--- src/hw/rtl/csl_pkg.sv ---
`default_nettype none
// ============================================================================
// csl_pkg: shared types, codes and character classes of the C subset lexer
// Holds the beat structs of both channels, the lexer mode and token class
// codes, and the character tests and keyword spellings used by the sequencer.
// ============================================================================
package csl_pkg;

    localparam int MAX_TOKEN_LEN_DEF = 63;

    typedef struct packed {
        logic [7:0] source_byte;
        logic       end_of_input;
    } in_beat_t;

    typedef struct packed {
        logic [7:0] token_byte;
        logic [1:0] token_class;
        logic       last_of_token;
        logic       truncated;
    } out_beat_t;

    typedef enum logic [1:0] {
        MODE_IDLE      = 2'd0,
        MODE_WORD      = 2'd1,
        MODE_NUMBER    = 2'd2,
        MODE_DIRECTIVE = 2'd3
    } mode_t;

    localparam logic [1:0] CLASS_KEYWORD = 2'd0;
    localparam logic [1:0] CLASS_USER    = 2'd1;
    localparam logic [1:0] CLASS_NUMBER  = 2'd2;
    localparam logic [1:0] CLASS_SYMBOL  = 2'd3;

    localparam logic [7:0] CHAR_HASH       = 8'h23;
    localparam logic [7:0] CHAR_UNDERSCORE = 8'h5F;

    function automatic logic is_letter(input logic [7:0] b);
        return (b inside {[8'h61:8'h7A], [8'h41:8'h5A]});
    endfunction

    function automatic logic is_digit(input logic [7:0] b);
        return (b inside {[8'h30:8'h39]});
    endfunction

    function automatic logic is_word_char(input logic [7:0] b);
        return is_letter(b) || is_digit(b) || (b == CHAR_UNDERSCORE);
    endfunction

    // Printable, non-blank bytes that are neither letters nor digits.
    function automatic logic is_punct(input logic [7:0] b);
        return (b inside {[8'h21:8'h7E]}) && !is_letter(b) && !is_digit(b);
    endfunction

    // Spelling of "int", one byte per position.
    function automatic logic [7:0] kw_int_at(input logic [2:0] i);
        logic [7:0] c;
        case (i)
            3'd0:    c = 8'h69;
            3'd1:    c = 8'h6E;
            3'd2:    c = 8'h74;
            default: c = 8'h00;
        endcase
        return c;
    endfunction

    // Spelling of "return", one byte per position.
    function automatic logic [7:0] kw_return_at(input logic [2:0] i);
        logic [7:0] c;
        case (i)
            3'd0:    c = 8'h72;
            3'd1:    c = 8'h65;
            3'd2:    c = 8'h74;
            3'd3:    c = 8'h75;
            3'd4:    c = 8'h72;
            3'd5:    c = 8'h6E;
            default: c = 8'h00;
        endcase
        return c;
    endfunction

endpackage
`default_nettype wire

--- src/hw/rtl/csl_text_ram.sv ---
`default_nettype none
// ============================================================================
// csl_text_ram: token text buffer
// Simple dual-port memory, one write and one read port, read data registered.
// The read register holds while no read is made.
// ============================================================================
module csl_text_ram #(
    parameter int DEPTH  = csl_pkg::MAX_TOKEN_LEN_DEF,
    parameter int ADDR_W = $clog2(DEPTH)
) (
    input  wire logic              aclk,
    input  wire logic              wr_en,
    input  wire logic [ADDR_W-1:0] wr_addr,
    input  wire logic [7:0]        wr_data,
    input  wire logic              rd_en,
    input  wire logic [ADDR_W-1:0] rd_addr,
    output logic      [7:0]        rd_data
);

    logic [7:0] mem [DEPTH];

    always_ff @(posedge aclk) begin
        if (wr_en) begin
            mem[wr_addr] <= wr_data;
        end
        if (rd_en) begin
            rd_data <= mem[rd_addr];
        end
    end

endmodule
`default_nettype wire

--- src/hw/rtl/c_subset_lexer_top.sv ---
`default_nettype none
// ============================================================================
// c_subset_lexer_top: byte-serial tokenizer for a small C subset
// Splits source text into word, keyword, number, directive and symbol tokens
// and sends each finished token out one byte per beat.
// ============================================================================
// Usage:
// The s_ channel carries one source byte per beat, or an end-of-input beat
// that flushes the pending token. The m_ channel carries one token byte per
// beat with its class, a last flag on the final byte and a truncated flag.
// Every input beat is latched and then processed in the following cycle; a
// byte that only extends the pending token is appended to it in the buffer.
// When a byte ends a token, the token text is read back from the text buffer
// one byte at a time (read, then load into the output register), and the
// ending byte is processed after the final byte has been loaded. The sequencer
// waits out the read latency of the text buffer before it issues the next
// read. Symbol tokens go straight to the output register. The output
// register decouples the two sides: a new beat is accepted while an earlier
// token byte still waits on m_ready. When the receiver stalls, emission stops
// with the text buffer read held and resumes without loss. Synchronous
// active-low reset returns the lexer to idle with an empty token; the text
// buffer needs no clearing.
// ============================================================================
module c_subset_lexer_top #(
    parameter int MAX_TOKEN_LEN = csl_pkg::MAX_TOKEN_LEN_DEF
) (
    input  wire logic                aclk,
    input  wire logic                aresetn,
    input  wire logic                s_valid,
    output logic                     s_ready,
    input  wire csl_pkg::in_beat_t   s_data,
    output logic                     m_valid,
    input  wire logic                m_ready,
    output csl_pkg::out_beat_t       m_data
);

    localparam int LEN_W  = $clog2(MAX_TOKEN_LEN + 1);
    localparam int ADDR_W = $clog2(MAX_TOKEN_LEN);

    // ACCEPT waits for a beat, PROC handles the latched beat, READ and LOAD
    // walk the text buffer to send the pending token.
    typedef enum logic [1:0] {
        ST_ACCEPT,
        ST_PROC,
        ST_READ,
        ST_LOAD
    } state_t;

    state_t              state_reg,   state_next;
    csl_pkg::in_beat_t   in_reg,      in_next;
    csl_pkg::mode_t      mode_reg,    mode_next;
    logic [LEN_W-1:0]    len_reg,     len_next;
    logic                ovf_reg,     ovf_next;
    logic                int_ok_reg,  int_ok_next;
    logic                ret_ok_reg,  ret_ok_next;
    logic [LEN_W-1:0]    idx_reg,     idx_next;
    logic [1:0]          cls_reg,     cls_next;
    logic                m_valid_reg, m_valid_next;
    csl_pkg::out_beat_t  out_reg,     out_next;

    logic              wr_en;
    logic              rd_en;
    logic [7:0]        rd_data;
    logic              do_append;
    logic              do_flush;
    logic              do_clear;
    logic              out_free;
    logic              is_last;
    logic              kw_match;
    logic [7:0]        cur_byte;

    // The buffer is written only in PROC and read only in READ, so a write
    // and a read of the same entry never overlap.
    csl_text_ram #(
        .DEPTH  (MAX_TOKEN_LEN),
        .ADDR_W (ADDR_W)
    ) u_text_ram (
        .aclk    (aclk),
        .wr_en   (wr_en),
        .wr_addr (len_reg[ADDR_W-1:0]),
        .wr_data (in_reg.source_byte),
        .rd_en   (rd_en),
        .rd_addr (idx_reg[ADDR_W-1:0]),
        .rd_data (rd_data)
    );

    assign s_ready = (state_reg == ST_ACCEPT);
    assign m_valid = m_valid_reg;
    assign m_data  = out_reg;

    assign cur_byte = in_reg.source_byte;
    assign out_free = !m_valid_reg || m_ready;
    assign is_last  = (idx_reg == len_reg - LEN_W'(1));
    assign kw_match = !ovf_reg && (((len_reg == LEN_W'(3)) && int_ok_reg) ||
                                   ((len_reg == LEN_W'(6)) && ret_ok_reg));

    always_comb begin
        state_next   = state_reg;
        in_next      = in_reg;
        mode_next    = mode_reg;
        len_next     = len_reg;
        ovf_next     = ovf_reg;
        int_ok_next  = int_ok_reg;
        ret_ok_next  = ret_ok_reg;
        idx_next     = idx_reg;
        cls_next     = cls_reg;
        m_valid_next = m_valid_reg;
        out_next     = out_reg;
        wr_en        = 1'b0;
        rd_en        = 1'b0;
        do_append    = 1'b0;
        do_flush     = 1'b0;
        do_clear     = 1'b0;

        if (m_valid_reg && m_ready) begin
            m_valid_next = 1'b0;
        end

        case (state_reg)
            ST_ACCEPT: begin
                if (s_valid) begin
                    in_next    = s_data;
                    state_next = ST_PROC;
                end
            end
            ST_PROC: begin
                if (in_reg.end_of_input) begin
                    if (mode_reg != csl_pkg::MODE_IDLE && len_reg != '0) begin
                        do_flush = 1'b1;
                    end else begin
                        do_clear   = 1'b1;
                        state_next = ST_ACCEPT;
                    end
                end else if (((mode_reg == csl_pkg::MODE_WORD ||
                               mode_reg == csl_pkg::MODE_DIRECTIVE) &&
                              csl_pkg::is_word_char(cur_byte)) ||
                             (mode_reg == csl_pkg::MODE_NUMBER &&
                              csl_pkg::is_digit(cur_byte))) begin
                    do_append  = 1'b1;
                    state_next = ST_ACCEPT;
                end else if (mode_reg != csl_pkg::MODE_IDLE) begin
                    // The byte ends the token; it comes back here afterwards.
                    do_flush = 1'b1;
                end else if (csl_pkg::is_letter(cur_byte) ||
                             cur_byte == csl_pkg::CHAR_UNDERSCORE) begin
                    mode_next  = csl_pkg::MODE_WORD;
                    do_append  = 1'b1;
                    state_next = ST_ACCEPT;
                end else if (csl_pkg::is_digit(cur_byte)) begin
                    mode_next  = csl_pkg::MODE_NUMBER;
                    do_append  = 1'b1;
                    state_next = ST_ACCEPT;
                end else if (cur_byte == csl_pkg::CHAR_HASH) begin
                    mode_next  = csl_pkg::MODE_DIRECTIVE;
                    do_append  = 1'b1;
                    state_next = ST_ACCEPT;
                end else if (csl_pkg::is_punct(cur_byte)) begin
                    if (out_free) begin
                        m_valid_next           = 1'b1;
                        out_next.token_byte    = cur_byte;
                        out_next.token_class   = csl_pkg::CLASS_SYMBOL;
                        out_next.last_of_token = 1'b1;
                        out_next.truncated     = 1'b0;
                        state_next             = ST_ACCEPT;
                    end
                end else begin
                    state_next = ST_ACCEPT;
                end
            end
            ST_READ: begin
                rd_en      = 1'b1;
                state_next = ST_LOAD;
            end
            ST_LOAD: begin
                if (out_free) begin
                    m_valid_next           = 1'b1;
                    out_next.token_byte    = rd_data;
                    out_next.token_class   = cls_reg;
                    out_next.last_of_token = is_last;
                    out_next.truncated     = ovf_reg;
                    if (is_last) begin
                        do_clear   = 1'b1;
                        state_next = ST_PROC;
                    end else begin
                        idx_next   = idx_reg + LEN_W'(1);
                        state_next = ST_READ;
                    end
                end
            end
            default: begin
                state_next = ST_ACCEPT;
            end
        endcase

        if (do_append) begin
            if (len_reg < LEN_W'(MAX_TOKEN_LEN)) begin
                wr_en       = 1'b1;
                len_next    = len_reg + LEN_W'(1);
                int_ok_next = int_ok_reg && (len_reg < LEN_W'(3)) &&
                              (cur_byte == csl_pkg::kw_int_at(len_reg[2:0]));
                ret_ok_next = ret_ok_reg && (len_reg < LEN_W'(6)) &&
                              (cur_byte == csl_pkg::kw_return_at(len_reg[2:0]));
            end else begin
                ovf_next = 1'b1;
            end
        end

        if (do_flush) begin
            idx_next   = '0;
            state_next = ST_READ;
            case (mode_reg)
                csl_pkg::MODE_NUMBER:    cls_next = csl_pkg::CLASS_NUMBER;
                csl_pkg::MODE_DIRECTIVE: cls_next = csl_pkg::CLASS_KEYWORD;
                default: begin
                    cls_next = kw_match ? csl_pkg::CLASS_KEYWORD
                                        : csl_pkg::CLASS_USER;
                end
            endcase
        end

        if (do_clear) begin
            mode_next   = csl_pkg::MODE_IDLE;
            len_next    = '0;
            ovf_next    = 1'b0;
            int_ok_next = 1'b1;
            ret_ok_next = 1'b1;
        end
    end

    always_ff @(posedge aclk) begin
        if (!aresetn) begin
            state_reg   <= ST_ACCEPT;
            mode_reg    <= csl_pkg::MODE_IDLE;
            len_reg     <= '0;
            ovf_reg     <= 1'b0;
            int_ok_reg  <= 1'b1;
            ret_ok_reg  <= 1'b1;
            m_valid_reg <= 1'b0;
        end else begin
            state_reg   <= state_next;
            mode_reg    <= mode_next;
            len_reg     <= len_next;
            ovf_reg     <= ovf_next;
            int_ok_reg  <= int_ok_next;
            ret_ok_reg  <= ret_ok_next;
            m_valid_reg <= m_valid_next;
        end
        in_reg  <= in_next;
        idx_reg <= idx_next;
        cls_reg <= cls_next;
        out_reg <= out_next;
    end

`ifndef SYNTHESIS
    // An idle lexer never holds token text.
    a_idle_empty: assert property (@(posedge aclk) disable iff (!aresetn)
        (mode_reg == csl_pkg::MODE_IDLE) |-> (len_reg == '0))
        else $error("idle lexer holds token text");

    // Bytes are only dropped once the buffer is full.
    a_ovf_full: assert property (@(posedge aclk) disable iff (!aresetn)
        ovf_reg |-> (len_reg == LEN_W'(MAX_TOKEN_LEN)))
        else $error("overflow flagged before the buffer is full");

    // A symbol beat is a complete, untruncated one-byte token.
    a_symbol_single: assert property (@(posedge aclk) disable iff (!aresetn)
        (m_valid && m_data.token_class == csl_pkg::CLASS_SYMBOL) |->
        (m_data.last_of_token && !m_data.truncated))
        else $error("symbol beat is not a single untruncated byte");

    // Every read of the buffer is followed by the load of its data.
    a_read_load: assert property (@(posedge aclk) disable iff (!aresetn)
        rd_en |=> (state_reg == ST_LOAD))
        else $error("buffer read not followed by a load");
`endif

endmodule
`default_nettype wire
--- config.mk ---
export PLATFORM = sky130hd
export DESIGN_NAME = c_subset_lexer_top
export DESIGN_NICKNAME = d
export VERILOG_FILES = /design/src/hw/rtl/csl_pkg.sv /design/src/hw/rtl/csl_text_ram.sv /design/src/hw/rtl/c_subset_lexer_top.sv
export SDC_FILE = /design/constraint.sdc
export NUM_CORES = 1
export LEC_CHECK = 0
export BUFFER_PORTS_ARGS = -buffer_cell sky130_fd_sc_hd__buf_4
export CAP_MARGIN = 20
export CORE_UTILIZATION = 45
export CTS_CLUSTER_SIZE = 16
export DETAILED_ROUTE_END_ITERATION = 10
export PLACE_DENSITY_LB_ADDON = 0.2
export SLEW_MARGIN = 20
export SYNTH_ARGS = -nofsm -noshare
export SYNTH_HDL_FRONTEND = slang
export SYNTH_HIERARCHICAL = 1
export SYNTH_SLANG_ARGS = --single-unit
--- constraint.sdc ---
create_clock -name aclk -period 4.2 [get_ports aclk]
set_clock_uncertainty 0.05 [all_clocks]
set_input_delay 0.63 -clock aclk [delete_from_list [all_inputs] [get_ports aclk]]
set_output_delay 0.63 -clock aclk [all_outputs]
set_load 0.02 [all_outputs]
; After elaboration in Yosys (flattened, before gate mapping)
; Memories as Yosys holds them, arrays and structs flattened. A register that Yosys moved wholly into a read port is not among the register bits.
; Index checks and enable logic that the tools add are counted.
[totals]
regBits = 43
ramBits = 504
input_bits = 13
output_inout_bits = 14
wordCells = 186
memories = 1
[op_classes]
n_addsub = 3
n_lt_le_gt_ge = 11
n_eq_ne = 36
muxes = 67
n_bitwise = 6
n_reduce_logical = 46
[memory_table]
columns = memory, words, width, read_ports, rd_clocked_by_memory_dff, wr, line
row1 = u_text_ram.mem, 63, 8, 1, 1, 1, csl_text_ram.sv:20  ; logic [7:0] mem [DEPTH];
[op_table]
columns = op, count
row1 = $mux 12, 9
row2 = $pmux 7 s5, 1
row3 = $mux 2, 16
row4 = $mux 8, 4
row5 = $mux 1, 31
row6 = $le 8x7->1 const B, 3
row7 = $pmux 12 s2, 1
row8 = $pmux 7 s3, 1
row9 = $ne 2x2->1 const B, 10
row10 = $logic_and 1x1->1, 17
row11 = $eq 8x8->1, 2
row12 = $ge 8x6->1 const B, 2
row13 = $ge 8x7->1 const B, 2
row14 = $reduce_and 5->1, 3
row15 = $add 6x1->6 const B, 2
row16 = $reduce_and 10->1, 1
row17 = $ne 9x9->1 const B, 1
row18 = $eq 2x2->1 const B, 4
row19 = $eq 8x6->1 const B, 1
row20 = $eq 8x7->1 const B, 1
row21 = $le 8x6->1 const B, 1
row22 = $ne 4x4->1 const B, 2
row23 = $ne 8x8->1 const B, 1
row24 = $pmux 2 s4, 1
row25 = other kinds (27), 52

; Depth between registers and ports, before layout
[depth]
depth_word = 15
ltp_mapped = 10
depth_no_buf = 8

; Hierarchy
; The synthesis kept the hierarchy.
[modules_own_cells]
columns = mod, n_inst, cells_per_inst, area_each_um2, seq_area_each_um2
row1 = csl_text_ram, 1, 951, 19924.1, 15374.7
row2 = c_subset_lexer_top, 1, 249, 2464.9, 1091.0

; Least setup slack after synthesis
; No wires, ideal clock.
[synth_timing]
path_kind = register -> register
from = reg in_reg (netlist bit cur_byte[0])
to = mem u_text_ram.mem[36][0], enable pin
setup_time_ns = 0.383
arrival_ns = 3.413
t_required_ns = 3.767
setup_slack_ns = 0.354
stages_incl_launch_ff = 10
path_buffers = 1
synth_period_minus_slack_ns = 3.846
path_cell_list = edfxtp_1 buf_2 and4b_1 nor3_1 nor4_1 o31ai_4 inv_2 nor4bb_1 nand2_1 nor3_1
[synth_between]
elab_chain_cells = 13
elab_cells_between_ends = 28
cone_classes = order compare (6) / eq/ne (2) / mux (10) / reduce/logical (10)
[synth_rtl]
columns = item, line
row1 = "start, declared", c_subset_lexer_top.sv:50  ; csl_pkg::in_beat_t in_reg, in_next;
row2 = "start signal, assigned", c_subset_lexer_top.sv:248  ; in_reg <= in_next;
row3 = $ge 8x7->1 or $le 8x7->1 (tied branches), csl_pkg.sv:39  ; return (b inside {[8'h61:8'h7A], [8'h41:8'h5A]});
row4 = $logic_and 1x1->1, csl_pkg.sv:39
row5 = $reduce_bool 2->1, csl_pkg.sv:39
row6 = $logic_or 1x1->1 (2 in a row), csl_pkg.sv:47  ; return is_letter(b) || is_digit(b) || (b == CHAR_UNDERSCORE);
row7 = $logic_and 1x1->1, c_subset_lexer_top.sv:135  ; mode_reg == csl_pkg::MODE_DIRECTIVE) &&
row8 = $logic_or 1x1->1, c_subset_lexer_top.sv:136  ; csl_pkg::is_word_char(cur_byte)) ||
row9 = $mux 1 *, c_subset_lexer_top.sv:134  ; end else if (((mode_reg == csl_pkg::MODE_WORD ||
row10 = $mux 1 *, c_subset_lexer_top.sv:127  ; if (in_reg.end_of_input) begin
row11 = $mux 1 *, c_subset_lexer_top.sv:119  ; case (state_reg)
row12 = $mux 1 *, c_subset_lexer_top.sv:195  ; if (do_append) begin
row13 = named net wr_en, c_subset_lexer_top.sv:61  ; logic wr_en;
row14 = $mux 1 *, csl_text_ram.sv:23  ; if (wr_en) begin
row15 = $mux 1 (implied by the code) *, csl_text_ram.sv:24  ; mem[wr_addr] <= wr_data;
row16 = "end, declared", csl_text_ram.sv:20
; Mark *: on every way through the listed nets, which the timed path passes. The rest lies on a longest branch.

; Worst setup path in the final report
[layout_timing]
from = reg state_reg[0]
to = mem u_text_ram.mem[17][1], enable pin
[layout_between]
elab_chain_cells = 5
[layout_rtl]
columns = item, line
row1 = "start, declared", c_subset_lexer_top.sv:49  ; state_t state_reg, state_next;
row2 = "start signal, assigned", c_subset_lexer_top.sv:240  ; state_reg <= state_next;
row3 = $eq 2x1->1, c_subset_lexer_top.sv:119
row4 = $mux 1, c_subset_lexer_top.sv:119
row5 = $mux 1, c_subset_lexer_top.sv:195
row6 = named net wr_en, c_subset_lexer_top.sv:61
row7 = $mux 1, csl_text_ram.sv:23
row8 = $mux 1 (implied by the code), csl_text_ram.sv:24
; The timed path passes the listed nets, and every way through them passes these cells.

==> impl_metrics.py <==
metrics = {
    "clock_network": {
        "clk_latency_ns": 0.60,
        "cts_resized": 0,
        "cts_setup_buffers": 0,
        "cts_tree": "built",
        "cts_sinks": 555,
        "postCtsHoldBufs": 0,
        "htree_levels": 2,
        "cts_buffers": 55,
        "clockRootBuffer": "clkbuf_16",
        "cts.path.max_buffers": 3,
        "path_clk_slew_ns": 0.06,
    },
    "global_route": {
        "grt_max_degree": 68,
        "grt_pass1_vias": 11690,
        "met3_usage_pct": 3.546,
        "grt_pass1_wl_um": 77650,
        "grtUsageMet1_pct": 30.24,
        "grtUsageMet2_pct": 33.68,
        "track_usage_pct": 21.10,
        "antenna_found_initial": 0,
        "busiest_layer": "met2",
        "grt_remaining_overflow": 0,
    },
    "timing": {
        "hold_violations": 0,
        "hold-worst-slack_ns": 0.1513,
        "min_period_ns": 3.383,
        "rsz0062_at_grt": "no",
        "min_period_over_period_pct": 80.55,
        "setup_ws_ns": 0.8167,
        "slew_violations": 0,
        "max_freq_mhz": 295.6,
        "finalSetupTns_ns": 0,
        "maxSlewHeadroom_pct": 35.90,
        "tightest_slew_ns": 0.9615,
        "finalSetupViolCount": 0,
    },
    "yosys": {
        "syn_nets": 1220,
        "synthTopCellsByArea": "edfxtp_1, mux4_2, dfxtp_1, mux4_1, nor2_1",
        "synth_top_flop_cell": "edfxtp_1",
        "synth_seq_cells": 555,
        "netlist.area_leader.share_pct": 71.76,
        "synth_warnings": 6,
        "ys_types": 74,
        "ys_seq_area_share_pct": 73.54,
        "yosysTopAreaCell": "edfxtp_1",
        "synthesis.instances": 1200,
        "async_reset_ff_share_pct": 0,
        "synth_edf_count": 535,
        "syn_area_um2": 22390,
        "synth.avg_cell_area_um2": 18.66,
    },
    "setup_path": {
        "cp_data_required_time_ns": 4.45,
        "worstReg2RegStart": "state_reg[0]$_SDFFE_PP0P_",
        "setup.worst_path.end_class": "flip-flop",
        "cp_max_fo": 11,
        "reg2reg_depth": 8,
        "slowest_stage": "nor4_1",
        "crit_chain": "or3b_4, nor4_1, o31ai_4, inv_2, nor2b_1, nand2_1, nor2_1, buf_4",
        "critical_path_class": "reg2reg",
        "crit_path_start_kind": "flip-flop",
        "rrSetupSlack_ns": 0.82,
        "cp_slowest_stage_delay_ns": 0.56,
        "arrival_ns": 3.63,
        "reg2reg_to": "u_text_ram/mem[17][1]$_DFFE_PP_",
    },
    "placement": {
        "io_buffer_count": 26,
        "hpwlAfterDp_um": 32270,
        "post-place-ws_ns": 0.9302,
        "dp.cells": 1931,
        "place_congestion": 0.8521,
    },
    "power_and_ir_drop": {
        "clkPwrFrac_pct": 43.1,
        "p_int_mw": 9.241,
        "pwr-share-seq_pct": 52.8,
        "p_leak_nw": 8.070,
        "p_comb_share_pct": 4.1,
        "power_density_nw_per_um2": 450.7,
        "p_sw_mw": 2.349,
        "vdd_drop_max_uv": 323.5,
        "sw_frac_of_total_pct": 20.27,
    },
    "route": {
        "wl_um": 51710,
        "drc": 0,
        "drt-initial-drc-count": 1155,
        "post_drt_wl_per_cell_um": 25.42,
        "dr.pass1.iters": 5,
        "ant_nets": 0,
        "vias": 11850,
        "vias_per_cell": 5.826,
    },
    "final_layout": {
        "largest_reg_flops": 504,
        "area_growth_pct": 14.85,
        "postLayoutCoreUtil_pct": 52.42,
        "nets": 1344,
        "diodes": 0,
        "ff_latch_area_um2": 16480,
        "multi_input_area_um2": 5451,
        "final_cells": 2034,
        "drive_gt1_share_pct": 25.69,
        "regMostFlops": "u_text_ram/mem",
        "n_fill_cell": 3943,
    },
    "worst_hold_path": {
        "hp-start": "s_data[0]",
        "worstHoldEndpoint": "in_reg[0]$_DFFE_PP_",
        "whs_path_depth": 1,
        "hp-class": "in2reg",
    },
    "floorplan": {
        "die_w_um": 225.1,
        "core_area_um2": 49050,
        "die_h_um": 225.1,
        "ios": 27,
        "rows": 81,
        "start_util_pct": 45.64,
        "die-area_um2": 50650,
    },
    "run_status": {
        "status": "finished, final reports clean",
    },
    "job": {
        "cap_viol_max_count": 0,
    },
}
[layer usage]
layer / share of wire (%) / up-vias
li1: - / 5167
met1: 43 / 6201
met2: 48 / 402
met3: 6.3 / 80
met4: 2.3 / 0
met5: 0 / -
[Yosys cell counts, types with 5 or more instances]
library cell / count
edfxtp_1: 535
mux4_2: 100
nor2_1: 86
a22oi_1: 29
nand2_1: 29
a21oi_1: 28
clkbuf_1: 26
mux2i_1: 26
nand3_1: 24
o21ai_0: 21
dfxtp_1: 20
buf_2: 19
nor3_1: 19
nor2b_1: 17
o22ai_1: 15
mux4_1: 13
a211oi_1: 12
inv_1: 12
mux2_2: 9
nand3b_1: 9
a211o_1: 8
buf_1: 8
buf_6: 8
nand2b_1: 8
ha_1: 7
a31oi_1: 6
buf_4: 6
o221ai_1: 6
or2_2: 6
xnor2_1: 6
o211ai_1: 5
xor2_1: 5
[power by group through the flow]
stage,registers [mW],logic (mW),clock network (mW)
floorplan,6.27,0.302,0
global placement,6.24,0.477,0
detailed placement,6.24,0.480,0
CTS,6.12,0.480,5.11
global route,6.12,0.507,5.31
finish,6.12,0.470,5.00
[critical path, delay by kind of cell, from the launching register on]
family / cells / cell delay (ns)
and+or+nand+nor: 5 / 1.98
AOI/OAI and AO/OA: 1 / 0.17
buffers and inverters: 2 / 0.36
DFF: 1 / 0.51
[metrics by stage]
stage,power (mW),instance area (µm²)
after detailed placement,6.719,23860
after global placement,6.714,23860
final,11.59,25710
after global routing,11.94,25710
after floorplan,6.569,22390
after CTS,11.71,25710
[cells by family (layout without fill, tap and decap cells)]
kind of cell               Yosys count  count (layout)  synth area share (%)
AOI/OAI and AO/OA                  162             162                 5.080
xor gates and xnor gates            11              11                0.4303
adders and majority gates            7               7                0.3912
buffers and inverters               84             254                 2.107
DFF                                555             555                 73.54
muxes                              148             148                 13.20
and+or+nand+nor                    233             233                 5.248
[worst max-delay path by stage]
stage | startpoint | endpoint | depth (start not counted)
after floorplan | cur_byte[0]$_DFFE_PP_ | u_text_ram/mem[36][0]$_DFFE_PP_ | 9
after detailed placement | state_reg[0]$_SDFFE_PP0P_ | u_text_ram/mem[36][2]$_DFFE_PP_ | 8
after global placement | state_reg[0]$_SDFFE_PP0P_ | u_text_ram/mem[36][6]$_DFFE_PP_ | 8
after global routing | state_reg[0]$_SDFFE_PP0P_ | u_text_ram/mem[32][5]$_DFFE_PP_ | 8
final | state_reg[0]$_SDFFE_PP0P_ | u_text_ram/mem[17][1]$_DFFE_PP_ | 8
after CTS | state_reg[0]$_SDFFE_PP0P_ | u_text_ram/mem[17][1]$_DFFE_PP_ | 8
[cell type report]
class | count | share of cell area [%]
Sequential cell | 555 | 64.08
Multi-Input combinational cell | 561 | 21.20
Clock buffer | 67 | 5.810
Timing Repair Buffer | 138 | 4.078
Tap cell | 664 | 3.231
Clock inverter | 36 | 1.411
Inverter | 13 | 0.1898
[layout by cell type, fill, tap and decap left out, drive strengths merged, types with 12 or more instances in the layout]
cell,instances
a211oi,12
a21oi,28
clkinv,24
nor2,86
mux2i,26
dfxtp,20
clkbuf,67
a22oi,29
nor3,20
nand2,29
mux4,113
buf,138
o21ai,24
inv,13
nand3,24
nor2b,17
o22ai,15
edfxtp,535
Power figures use the tool's default switching activity.
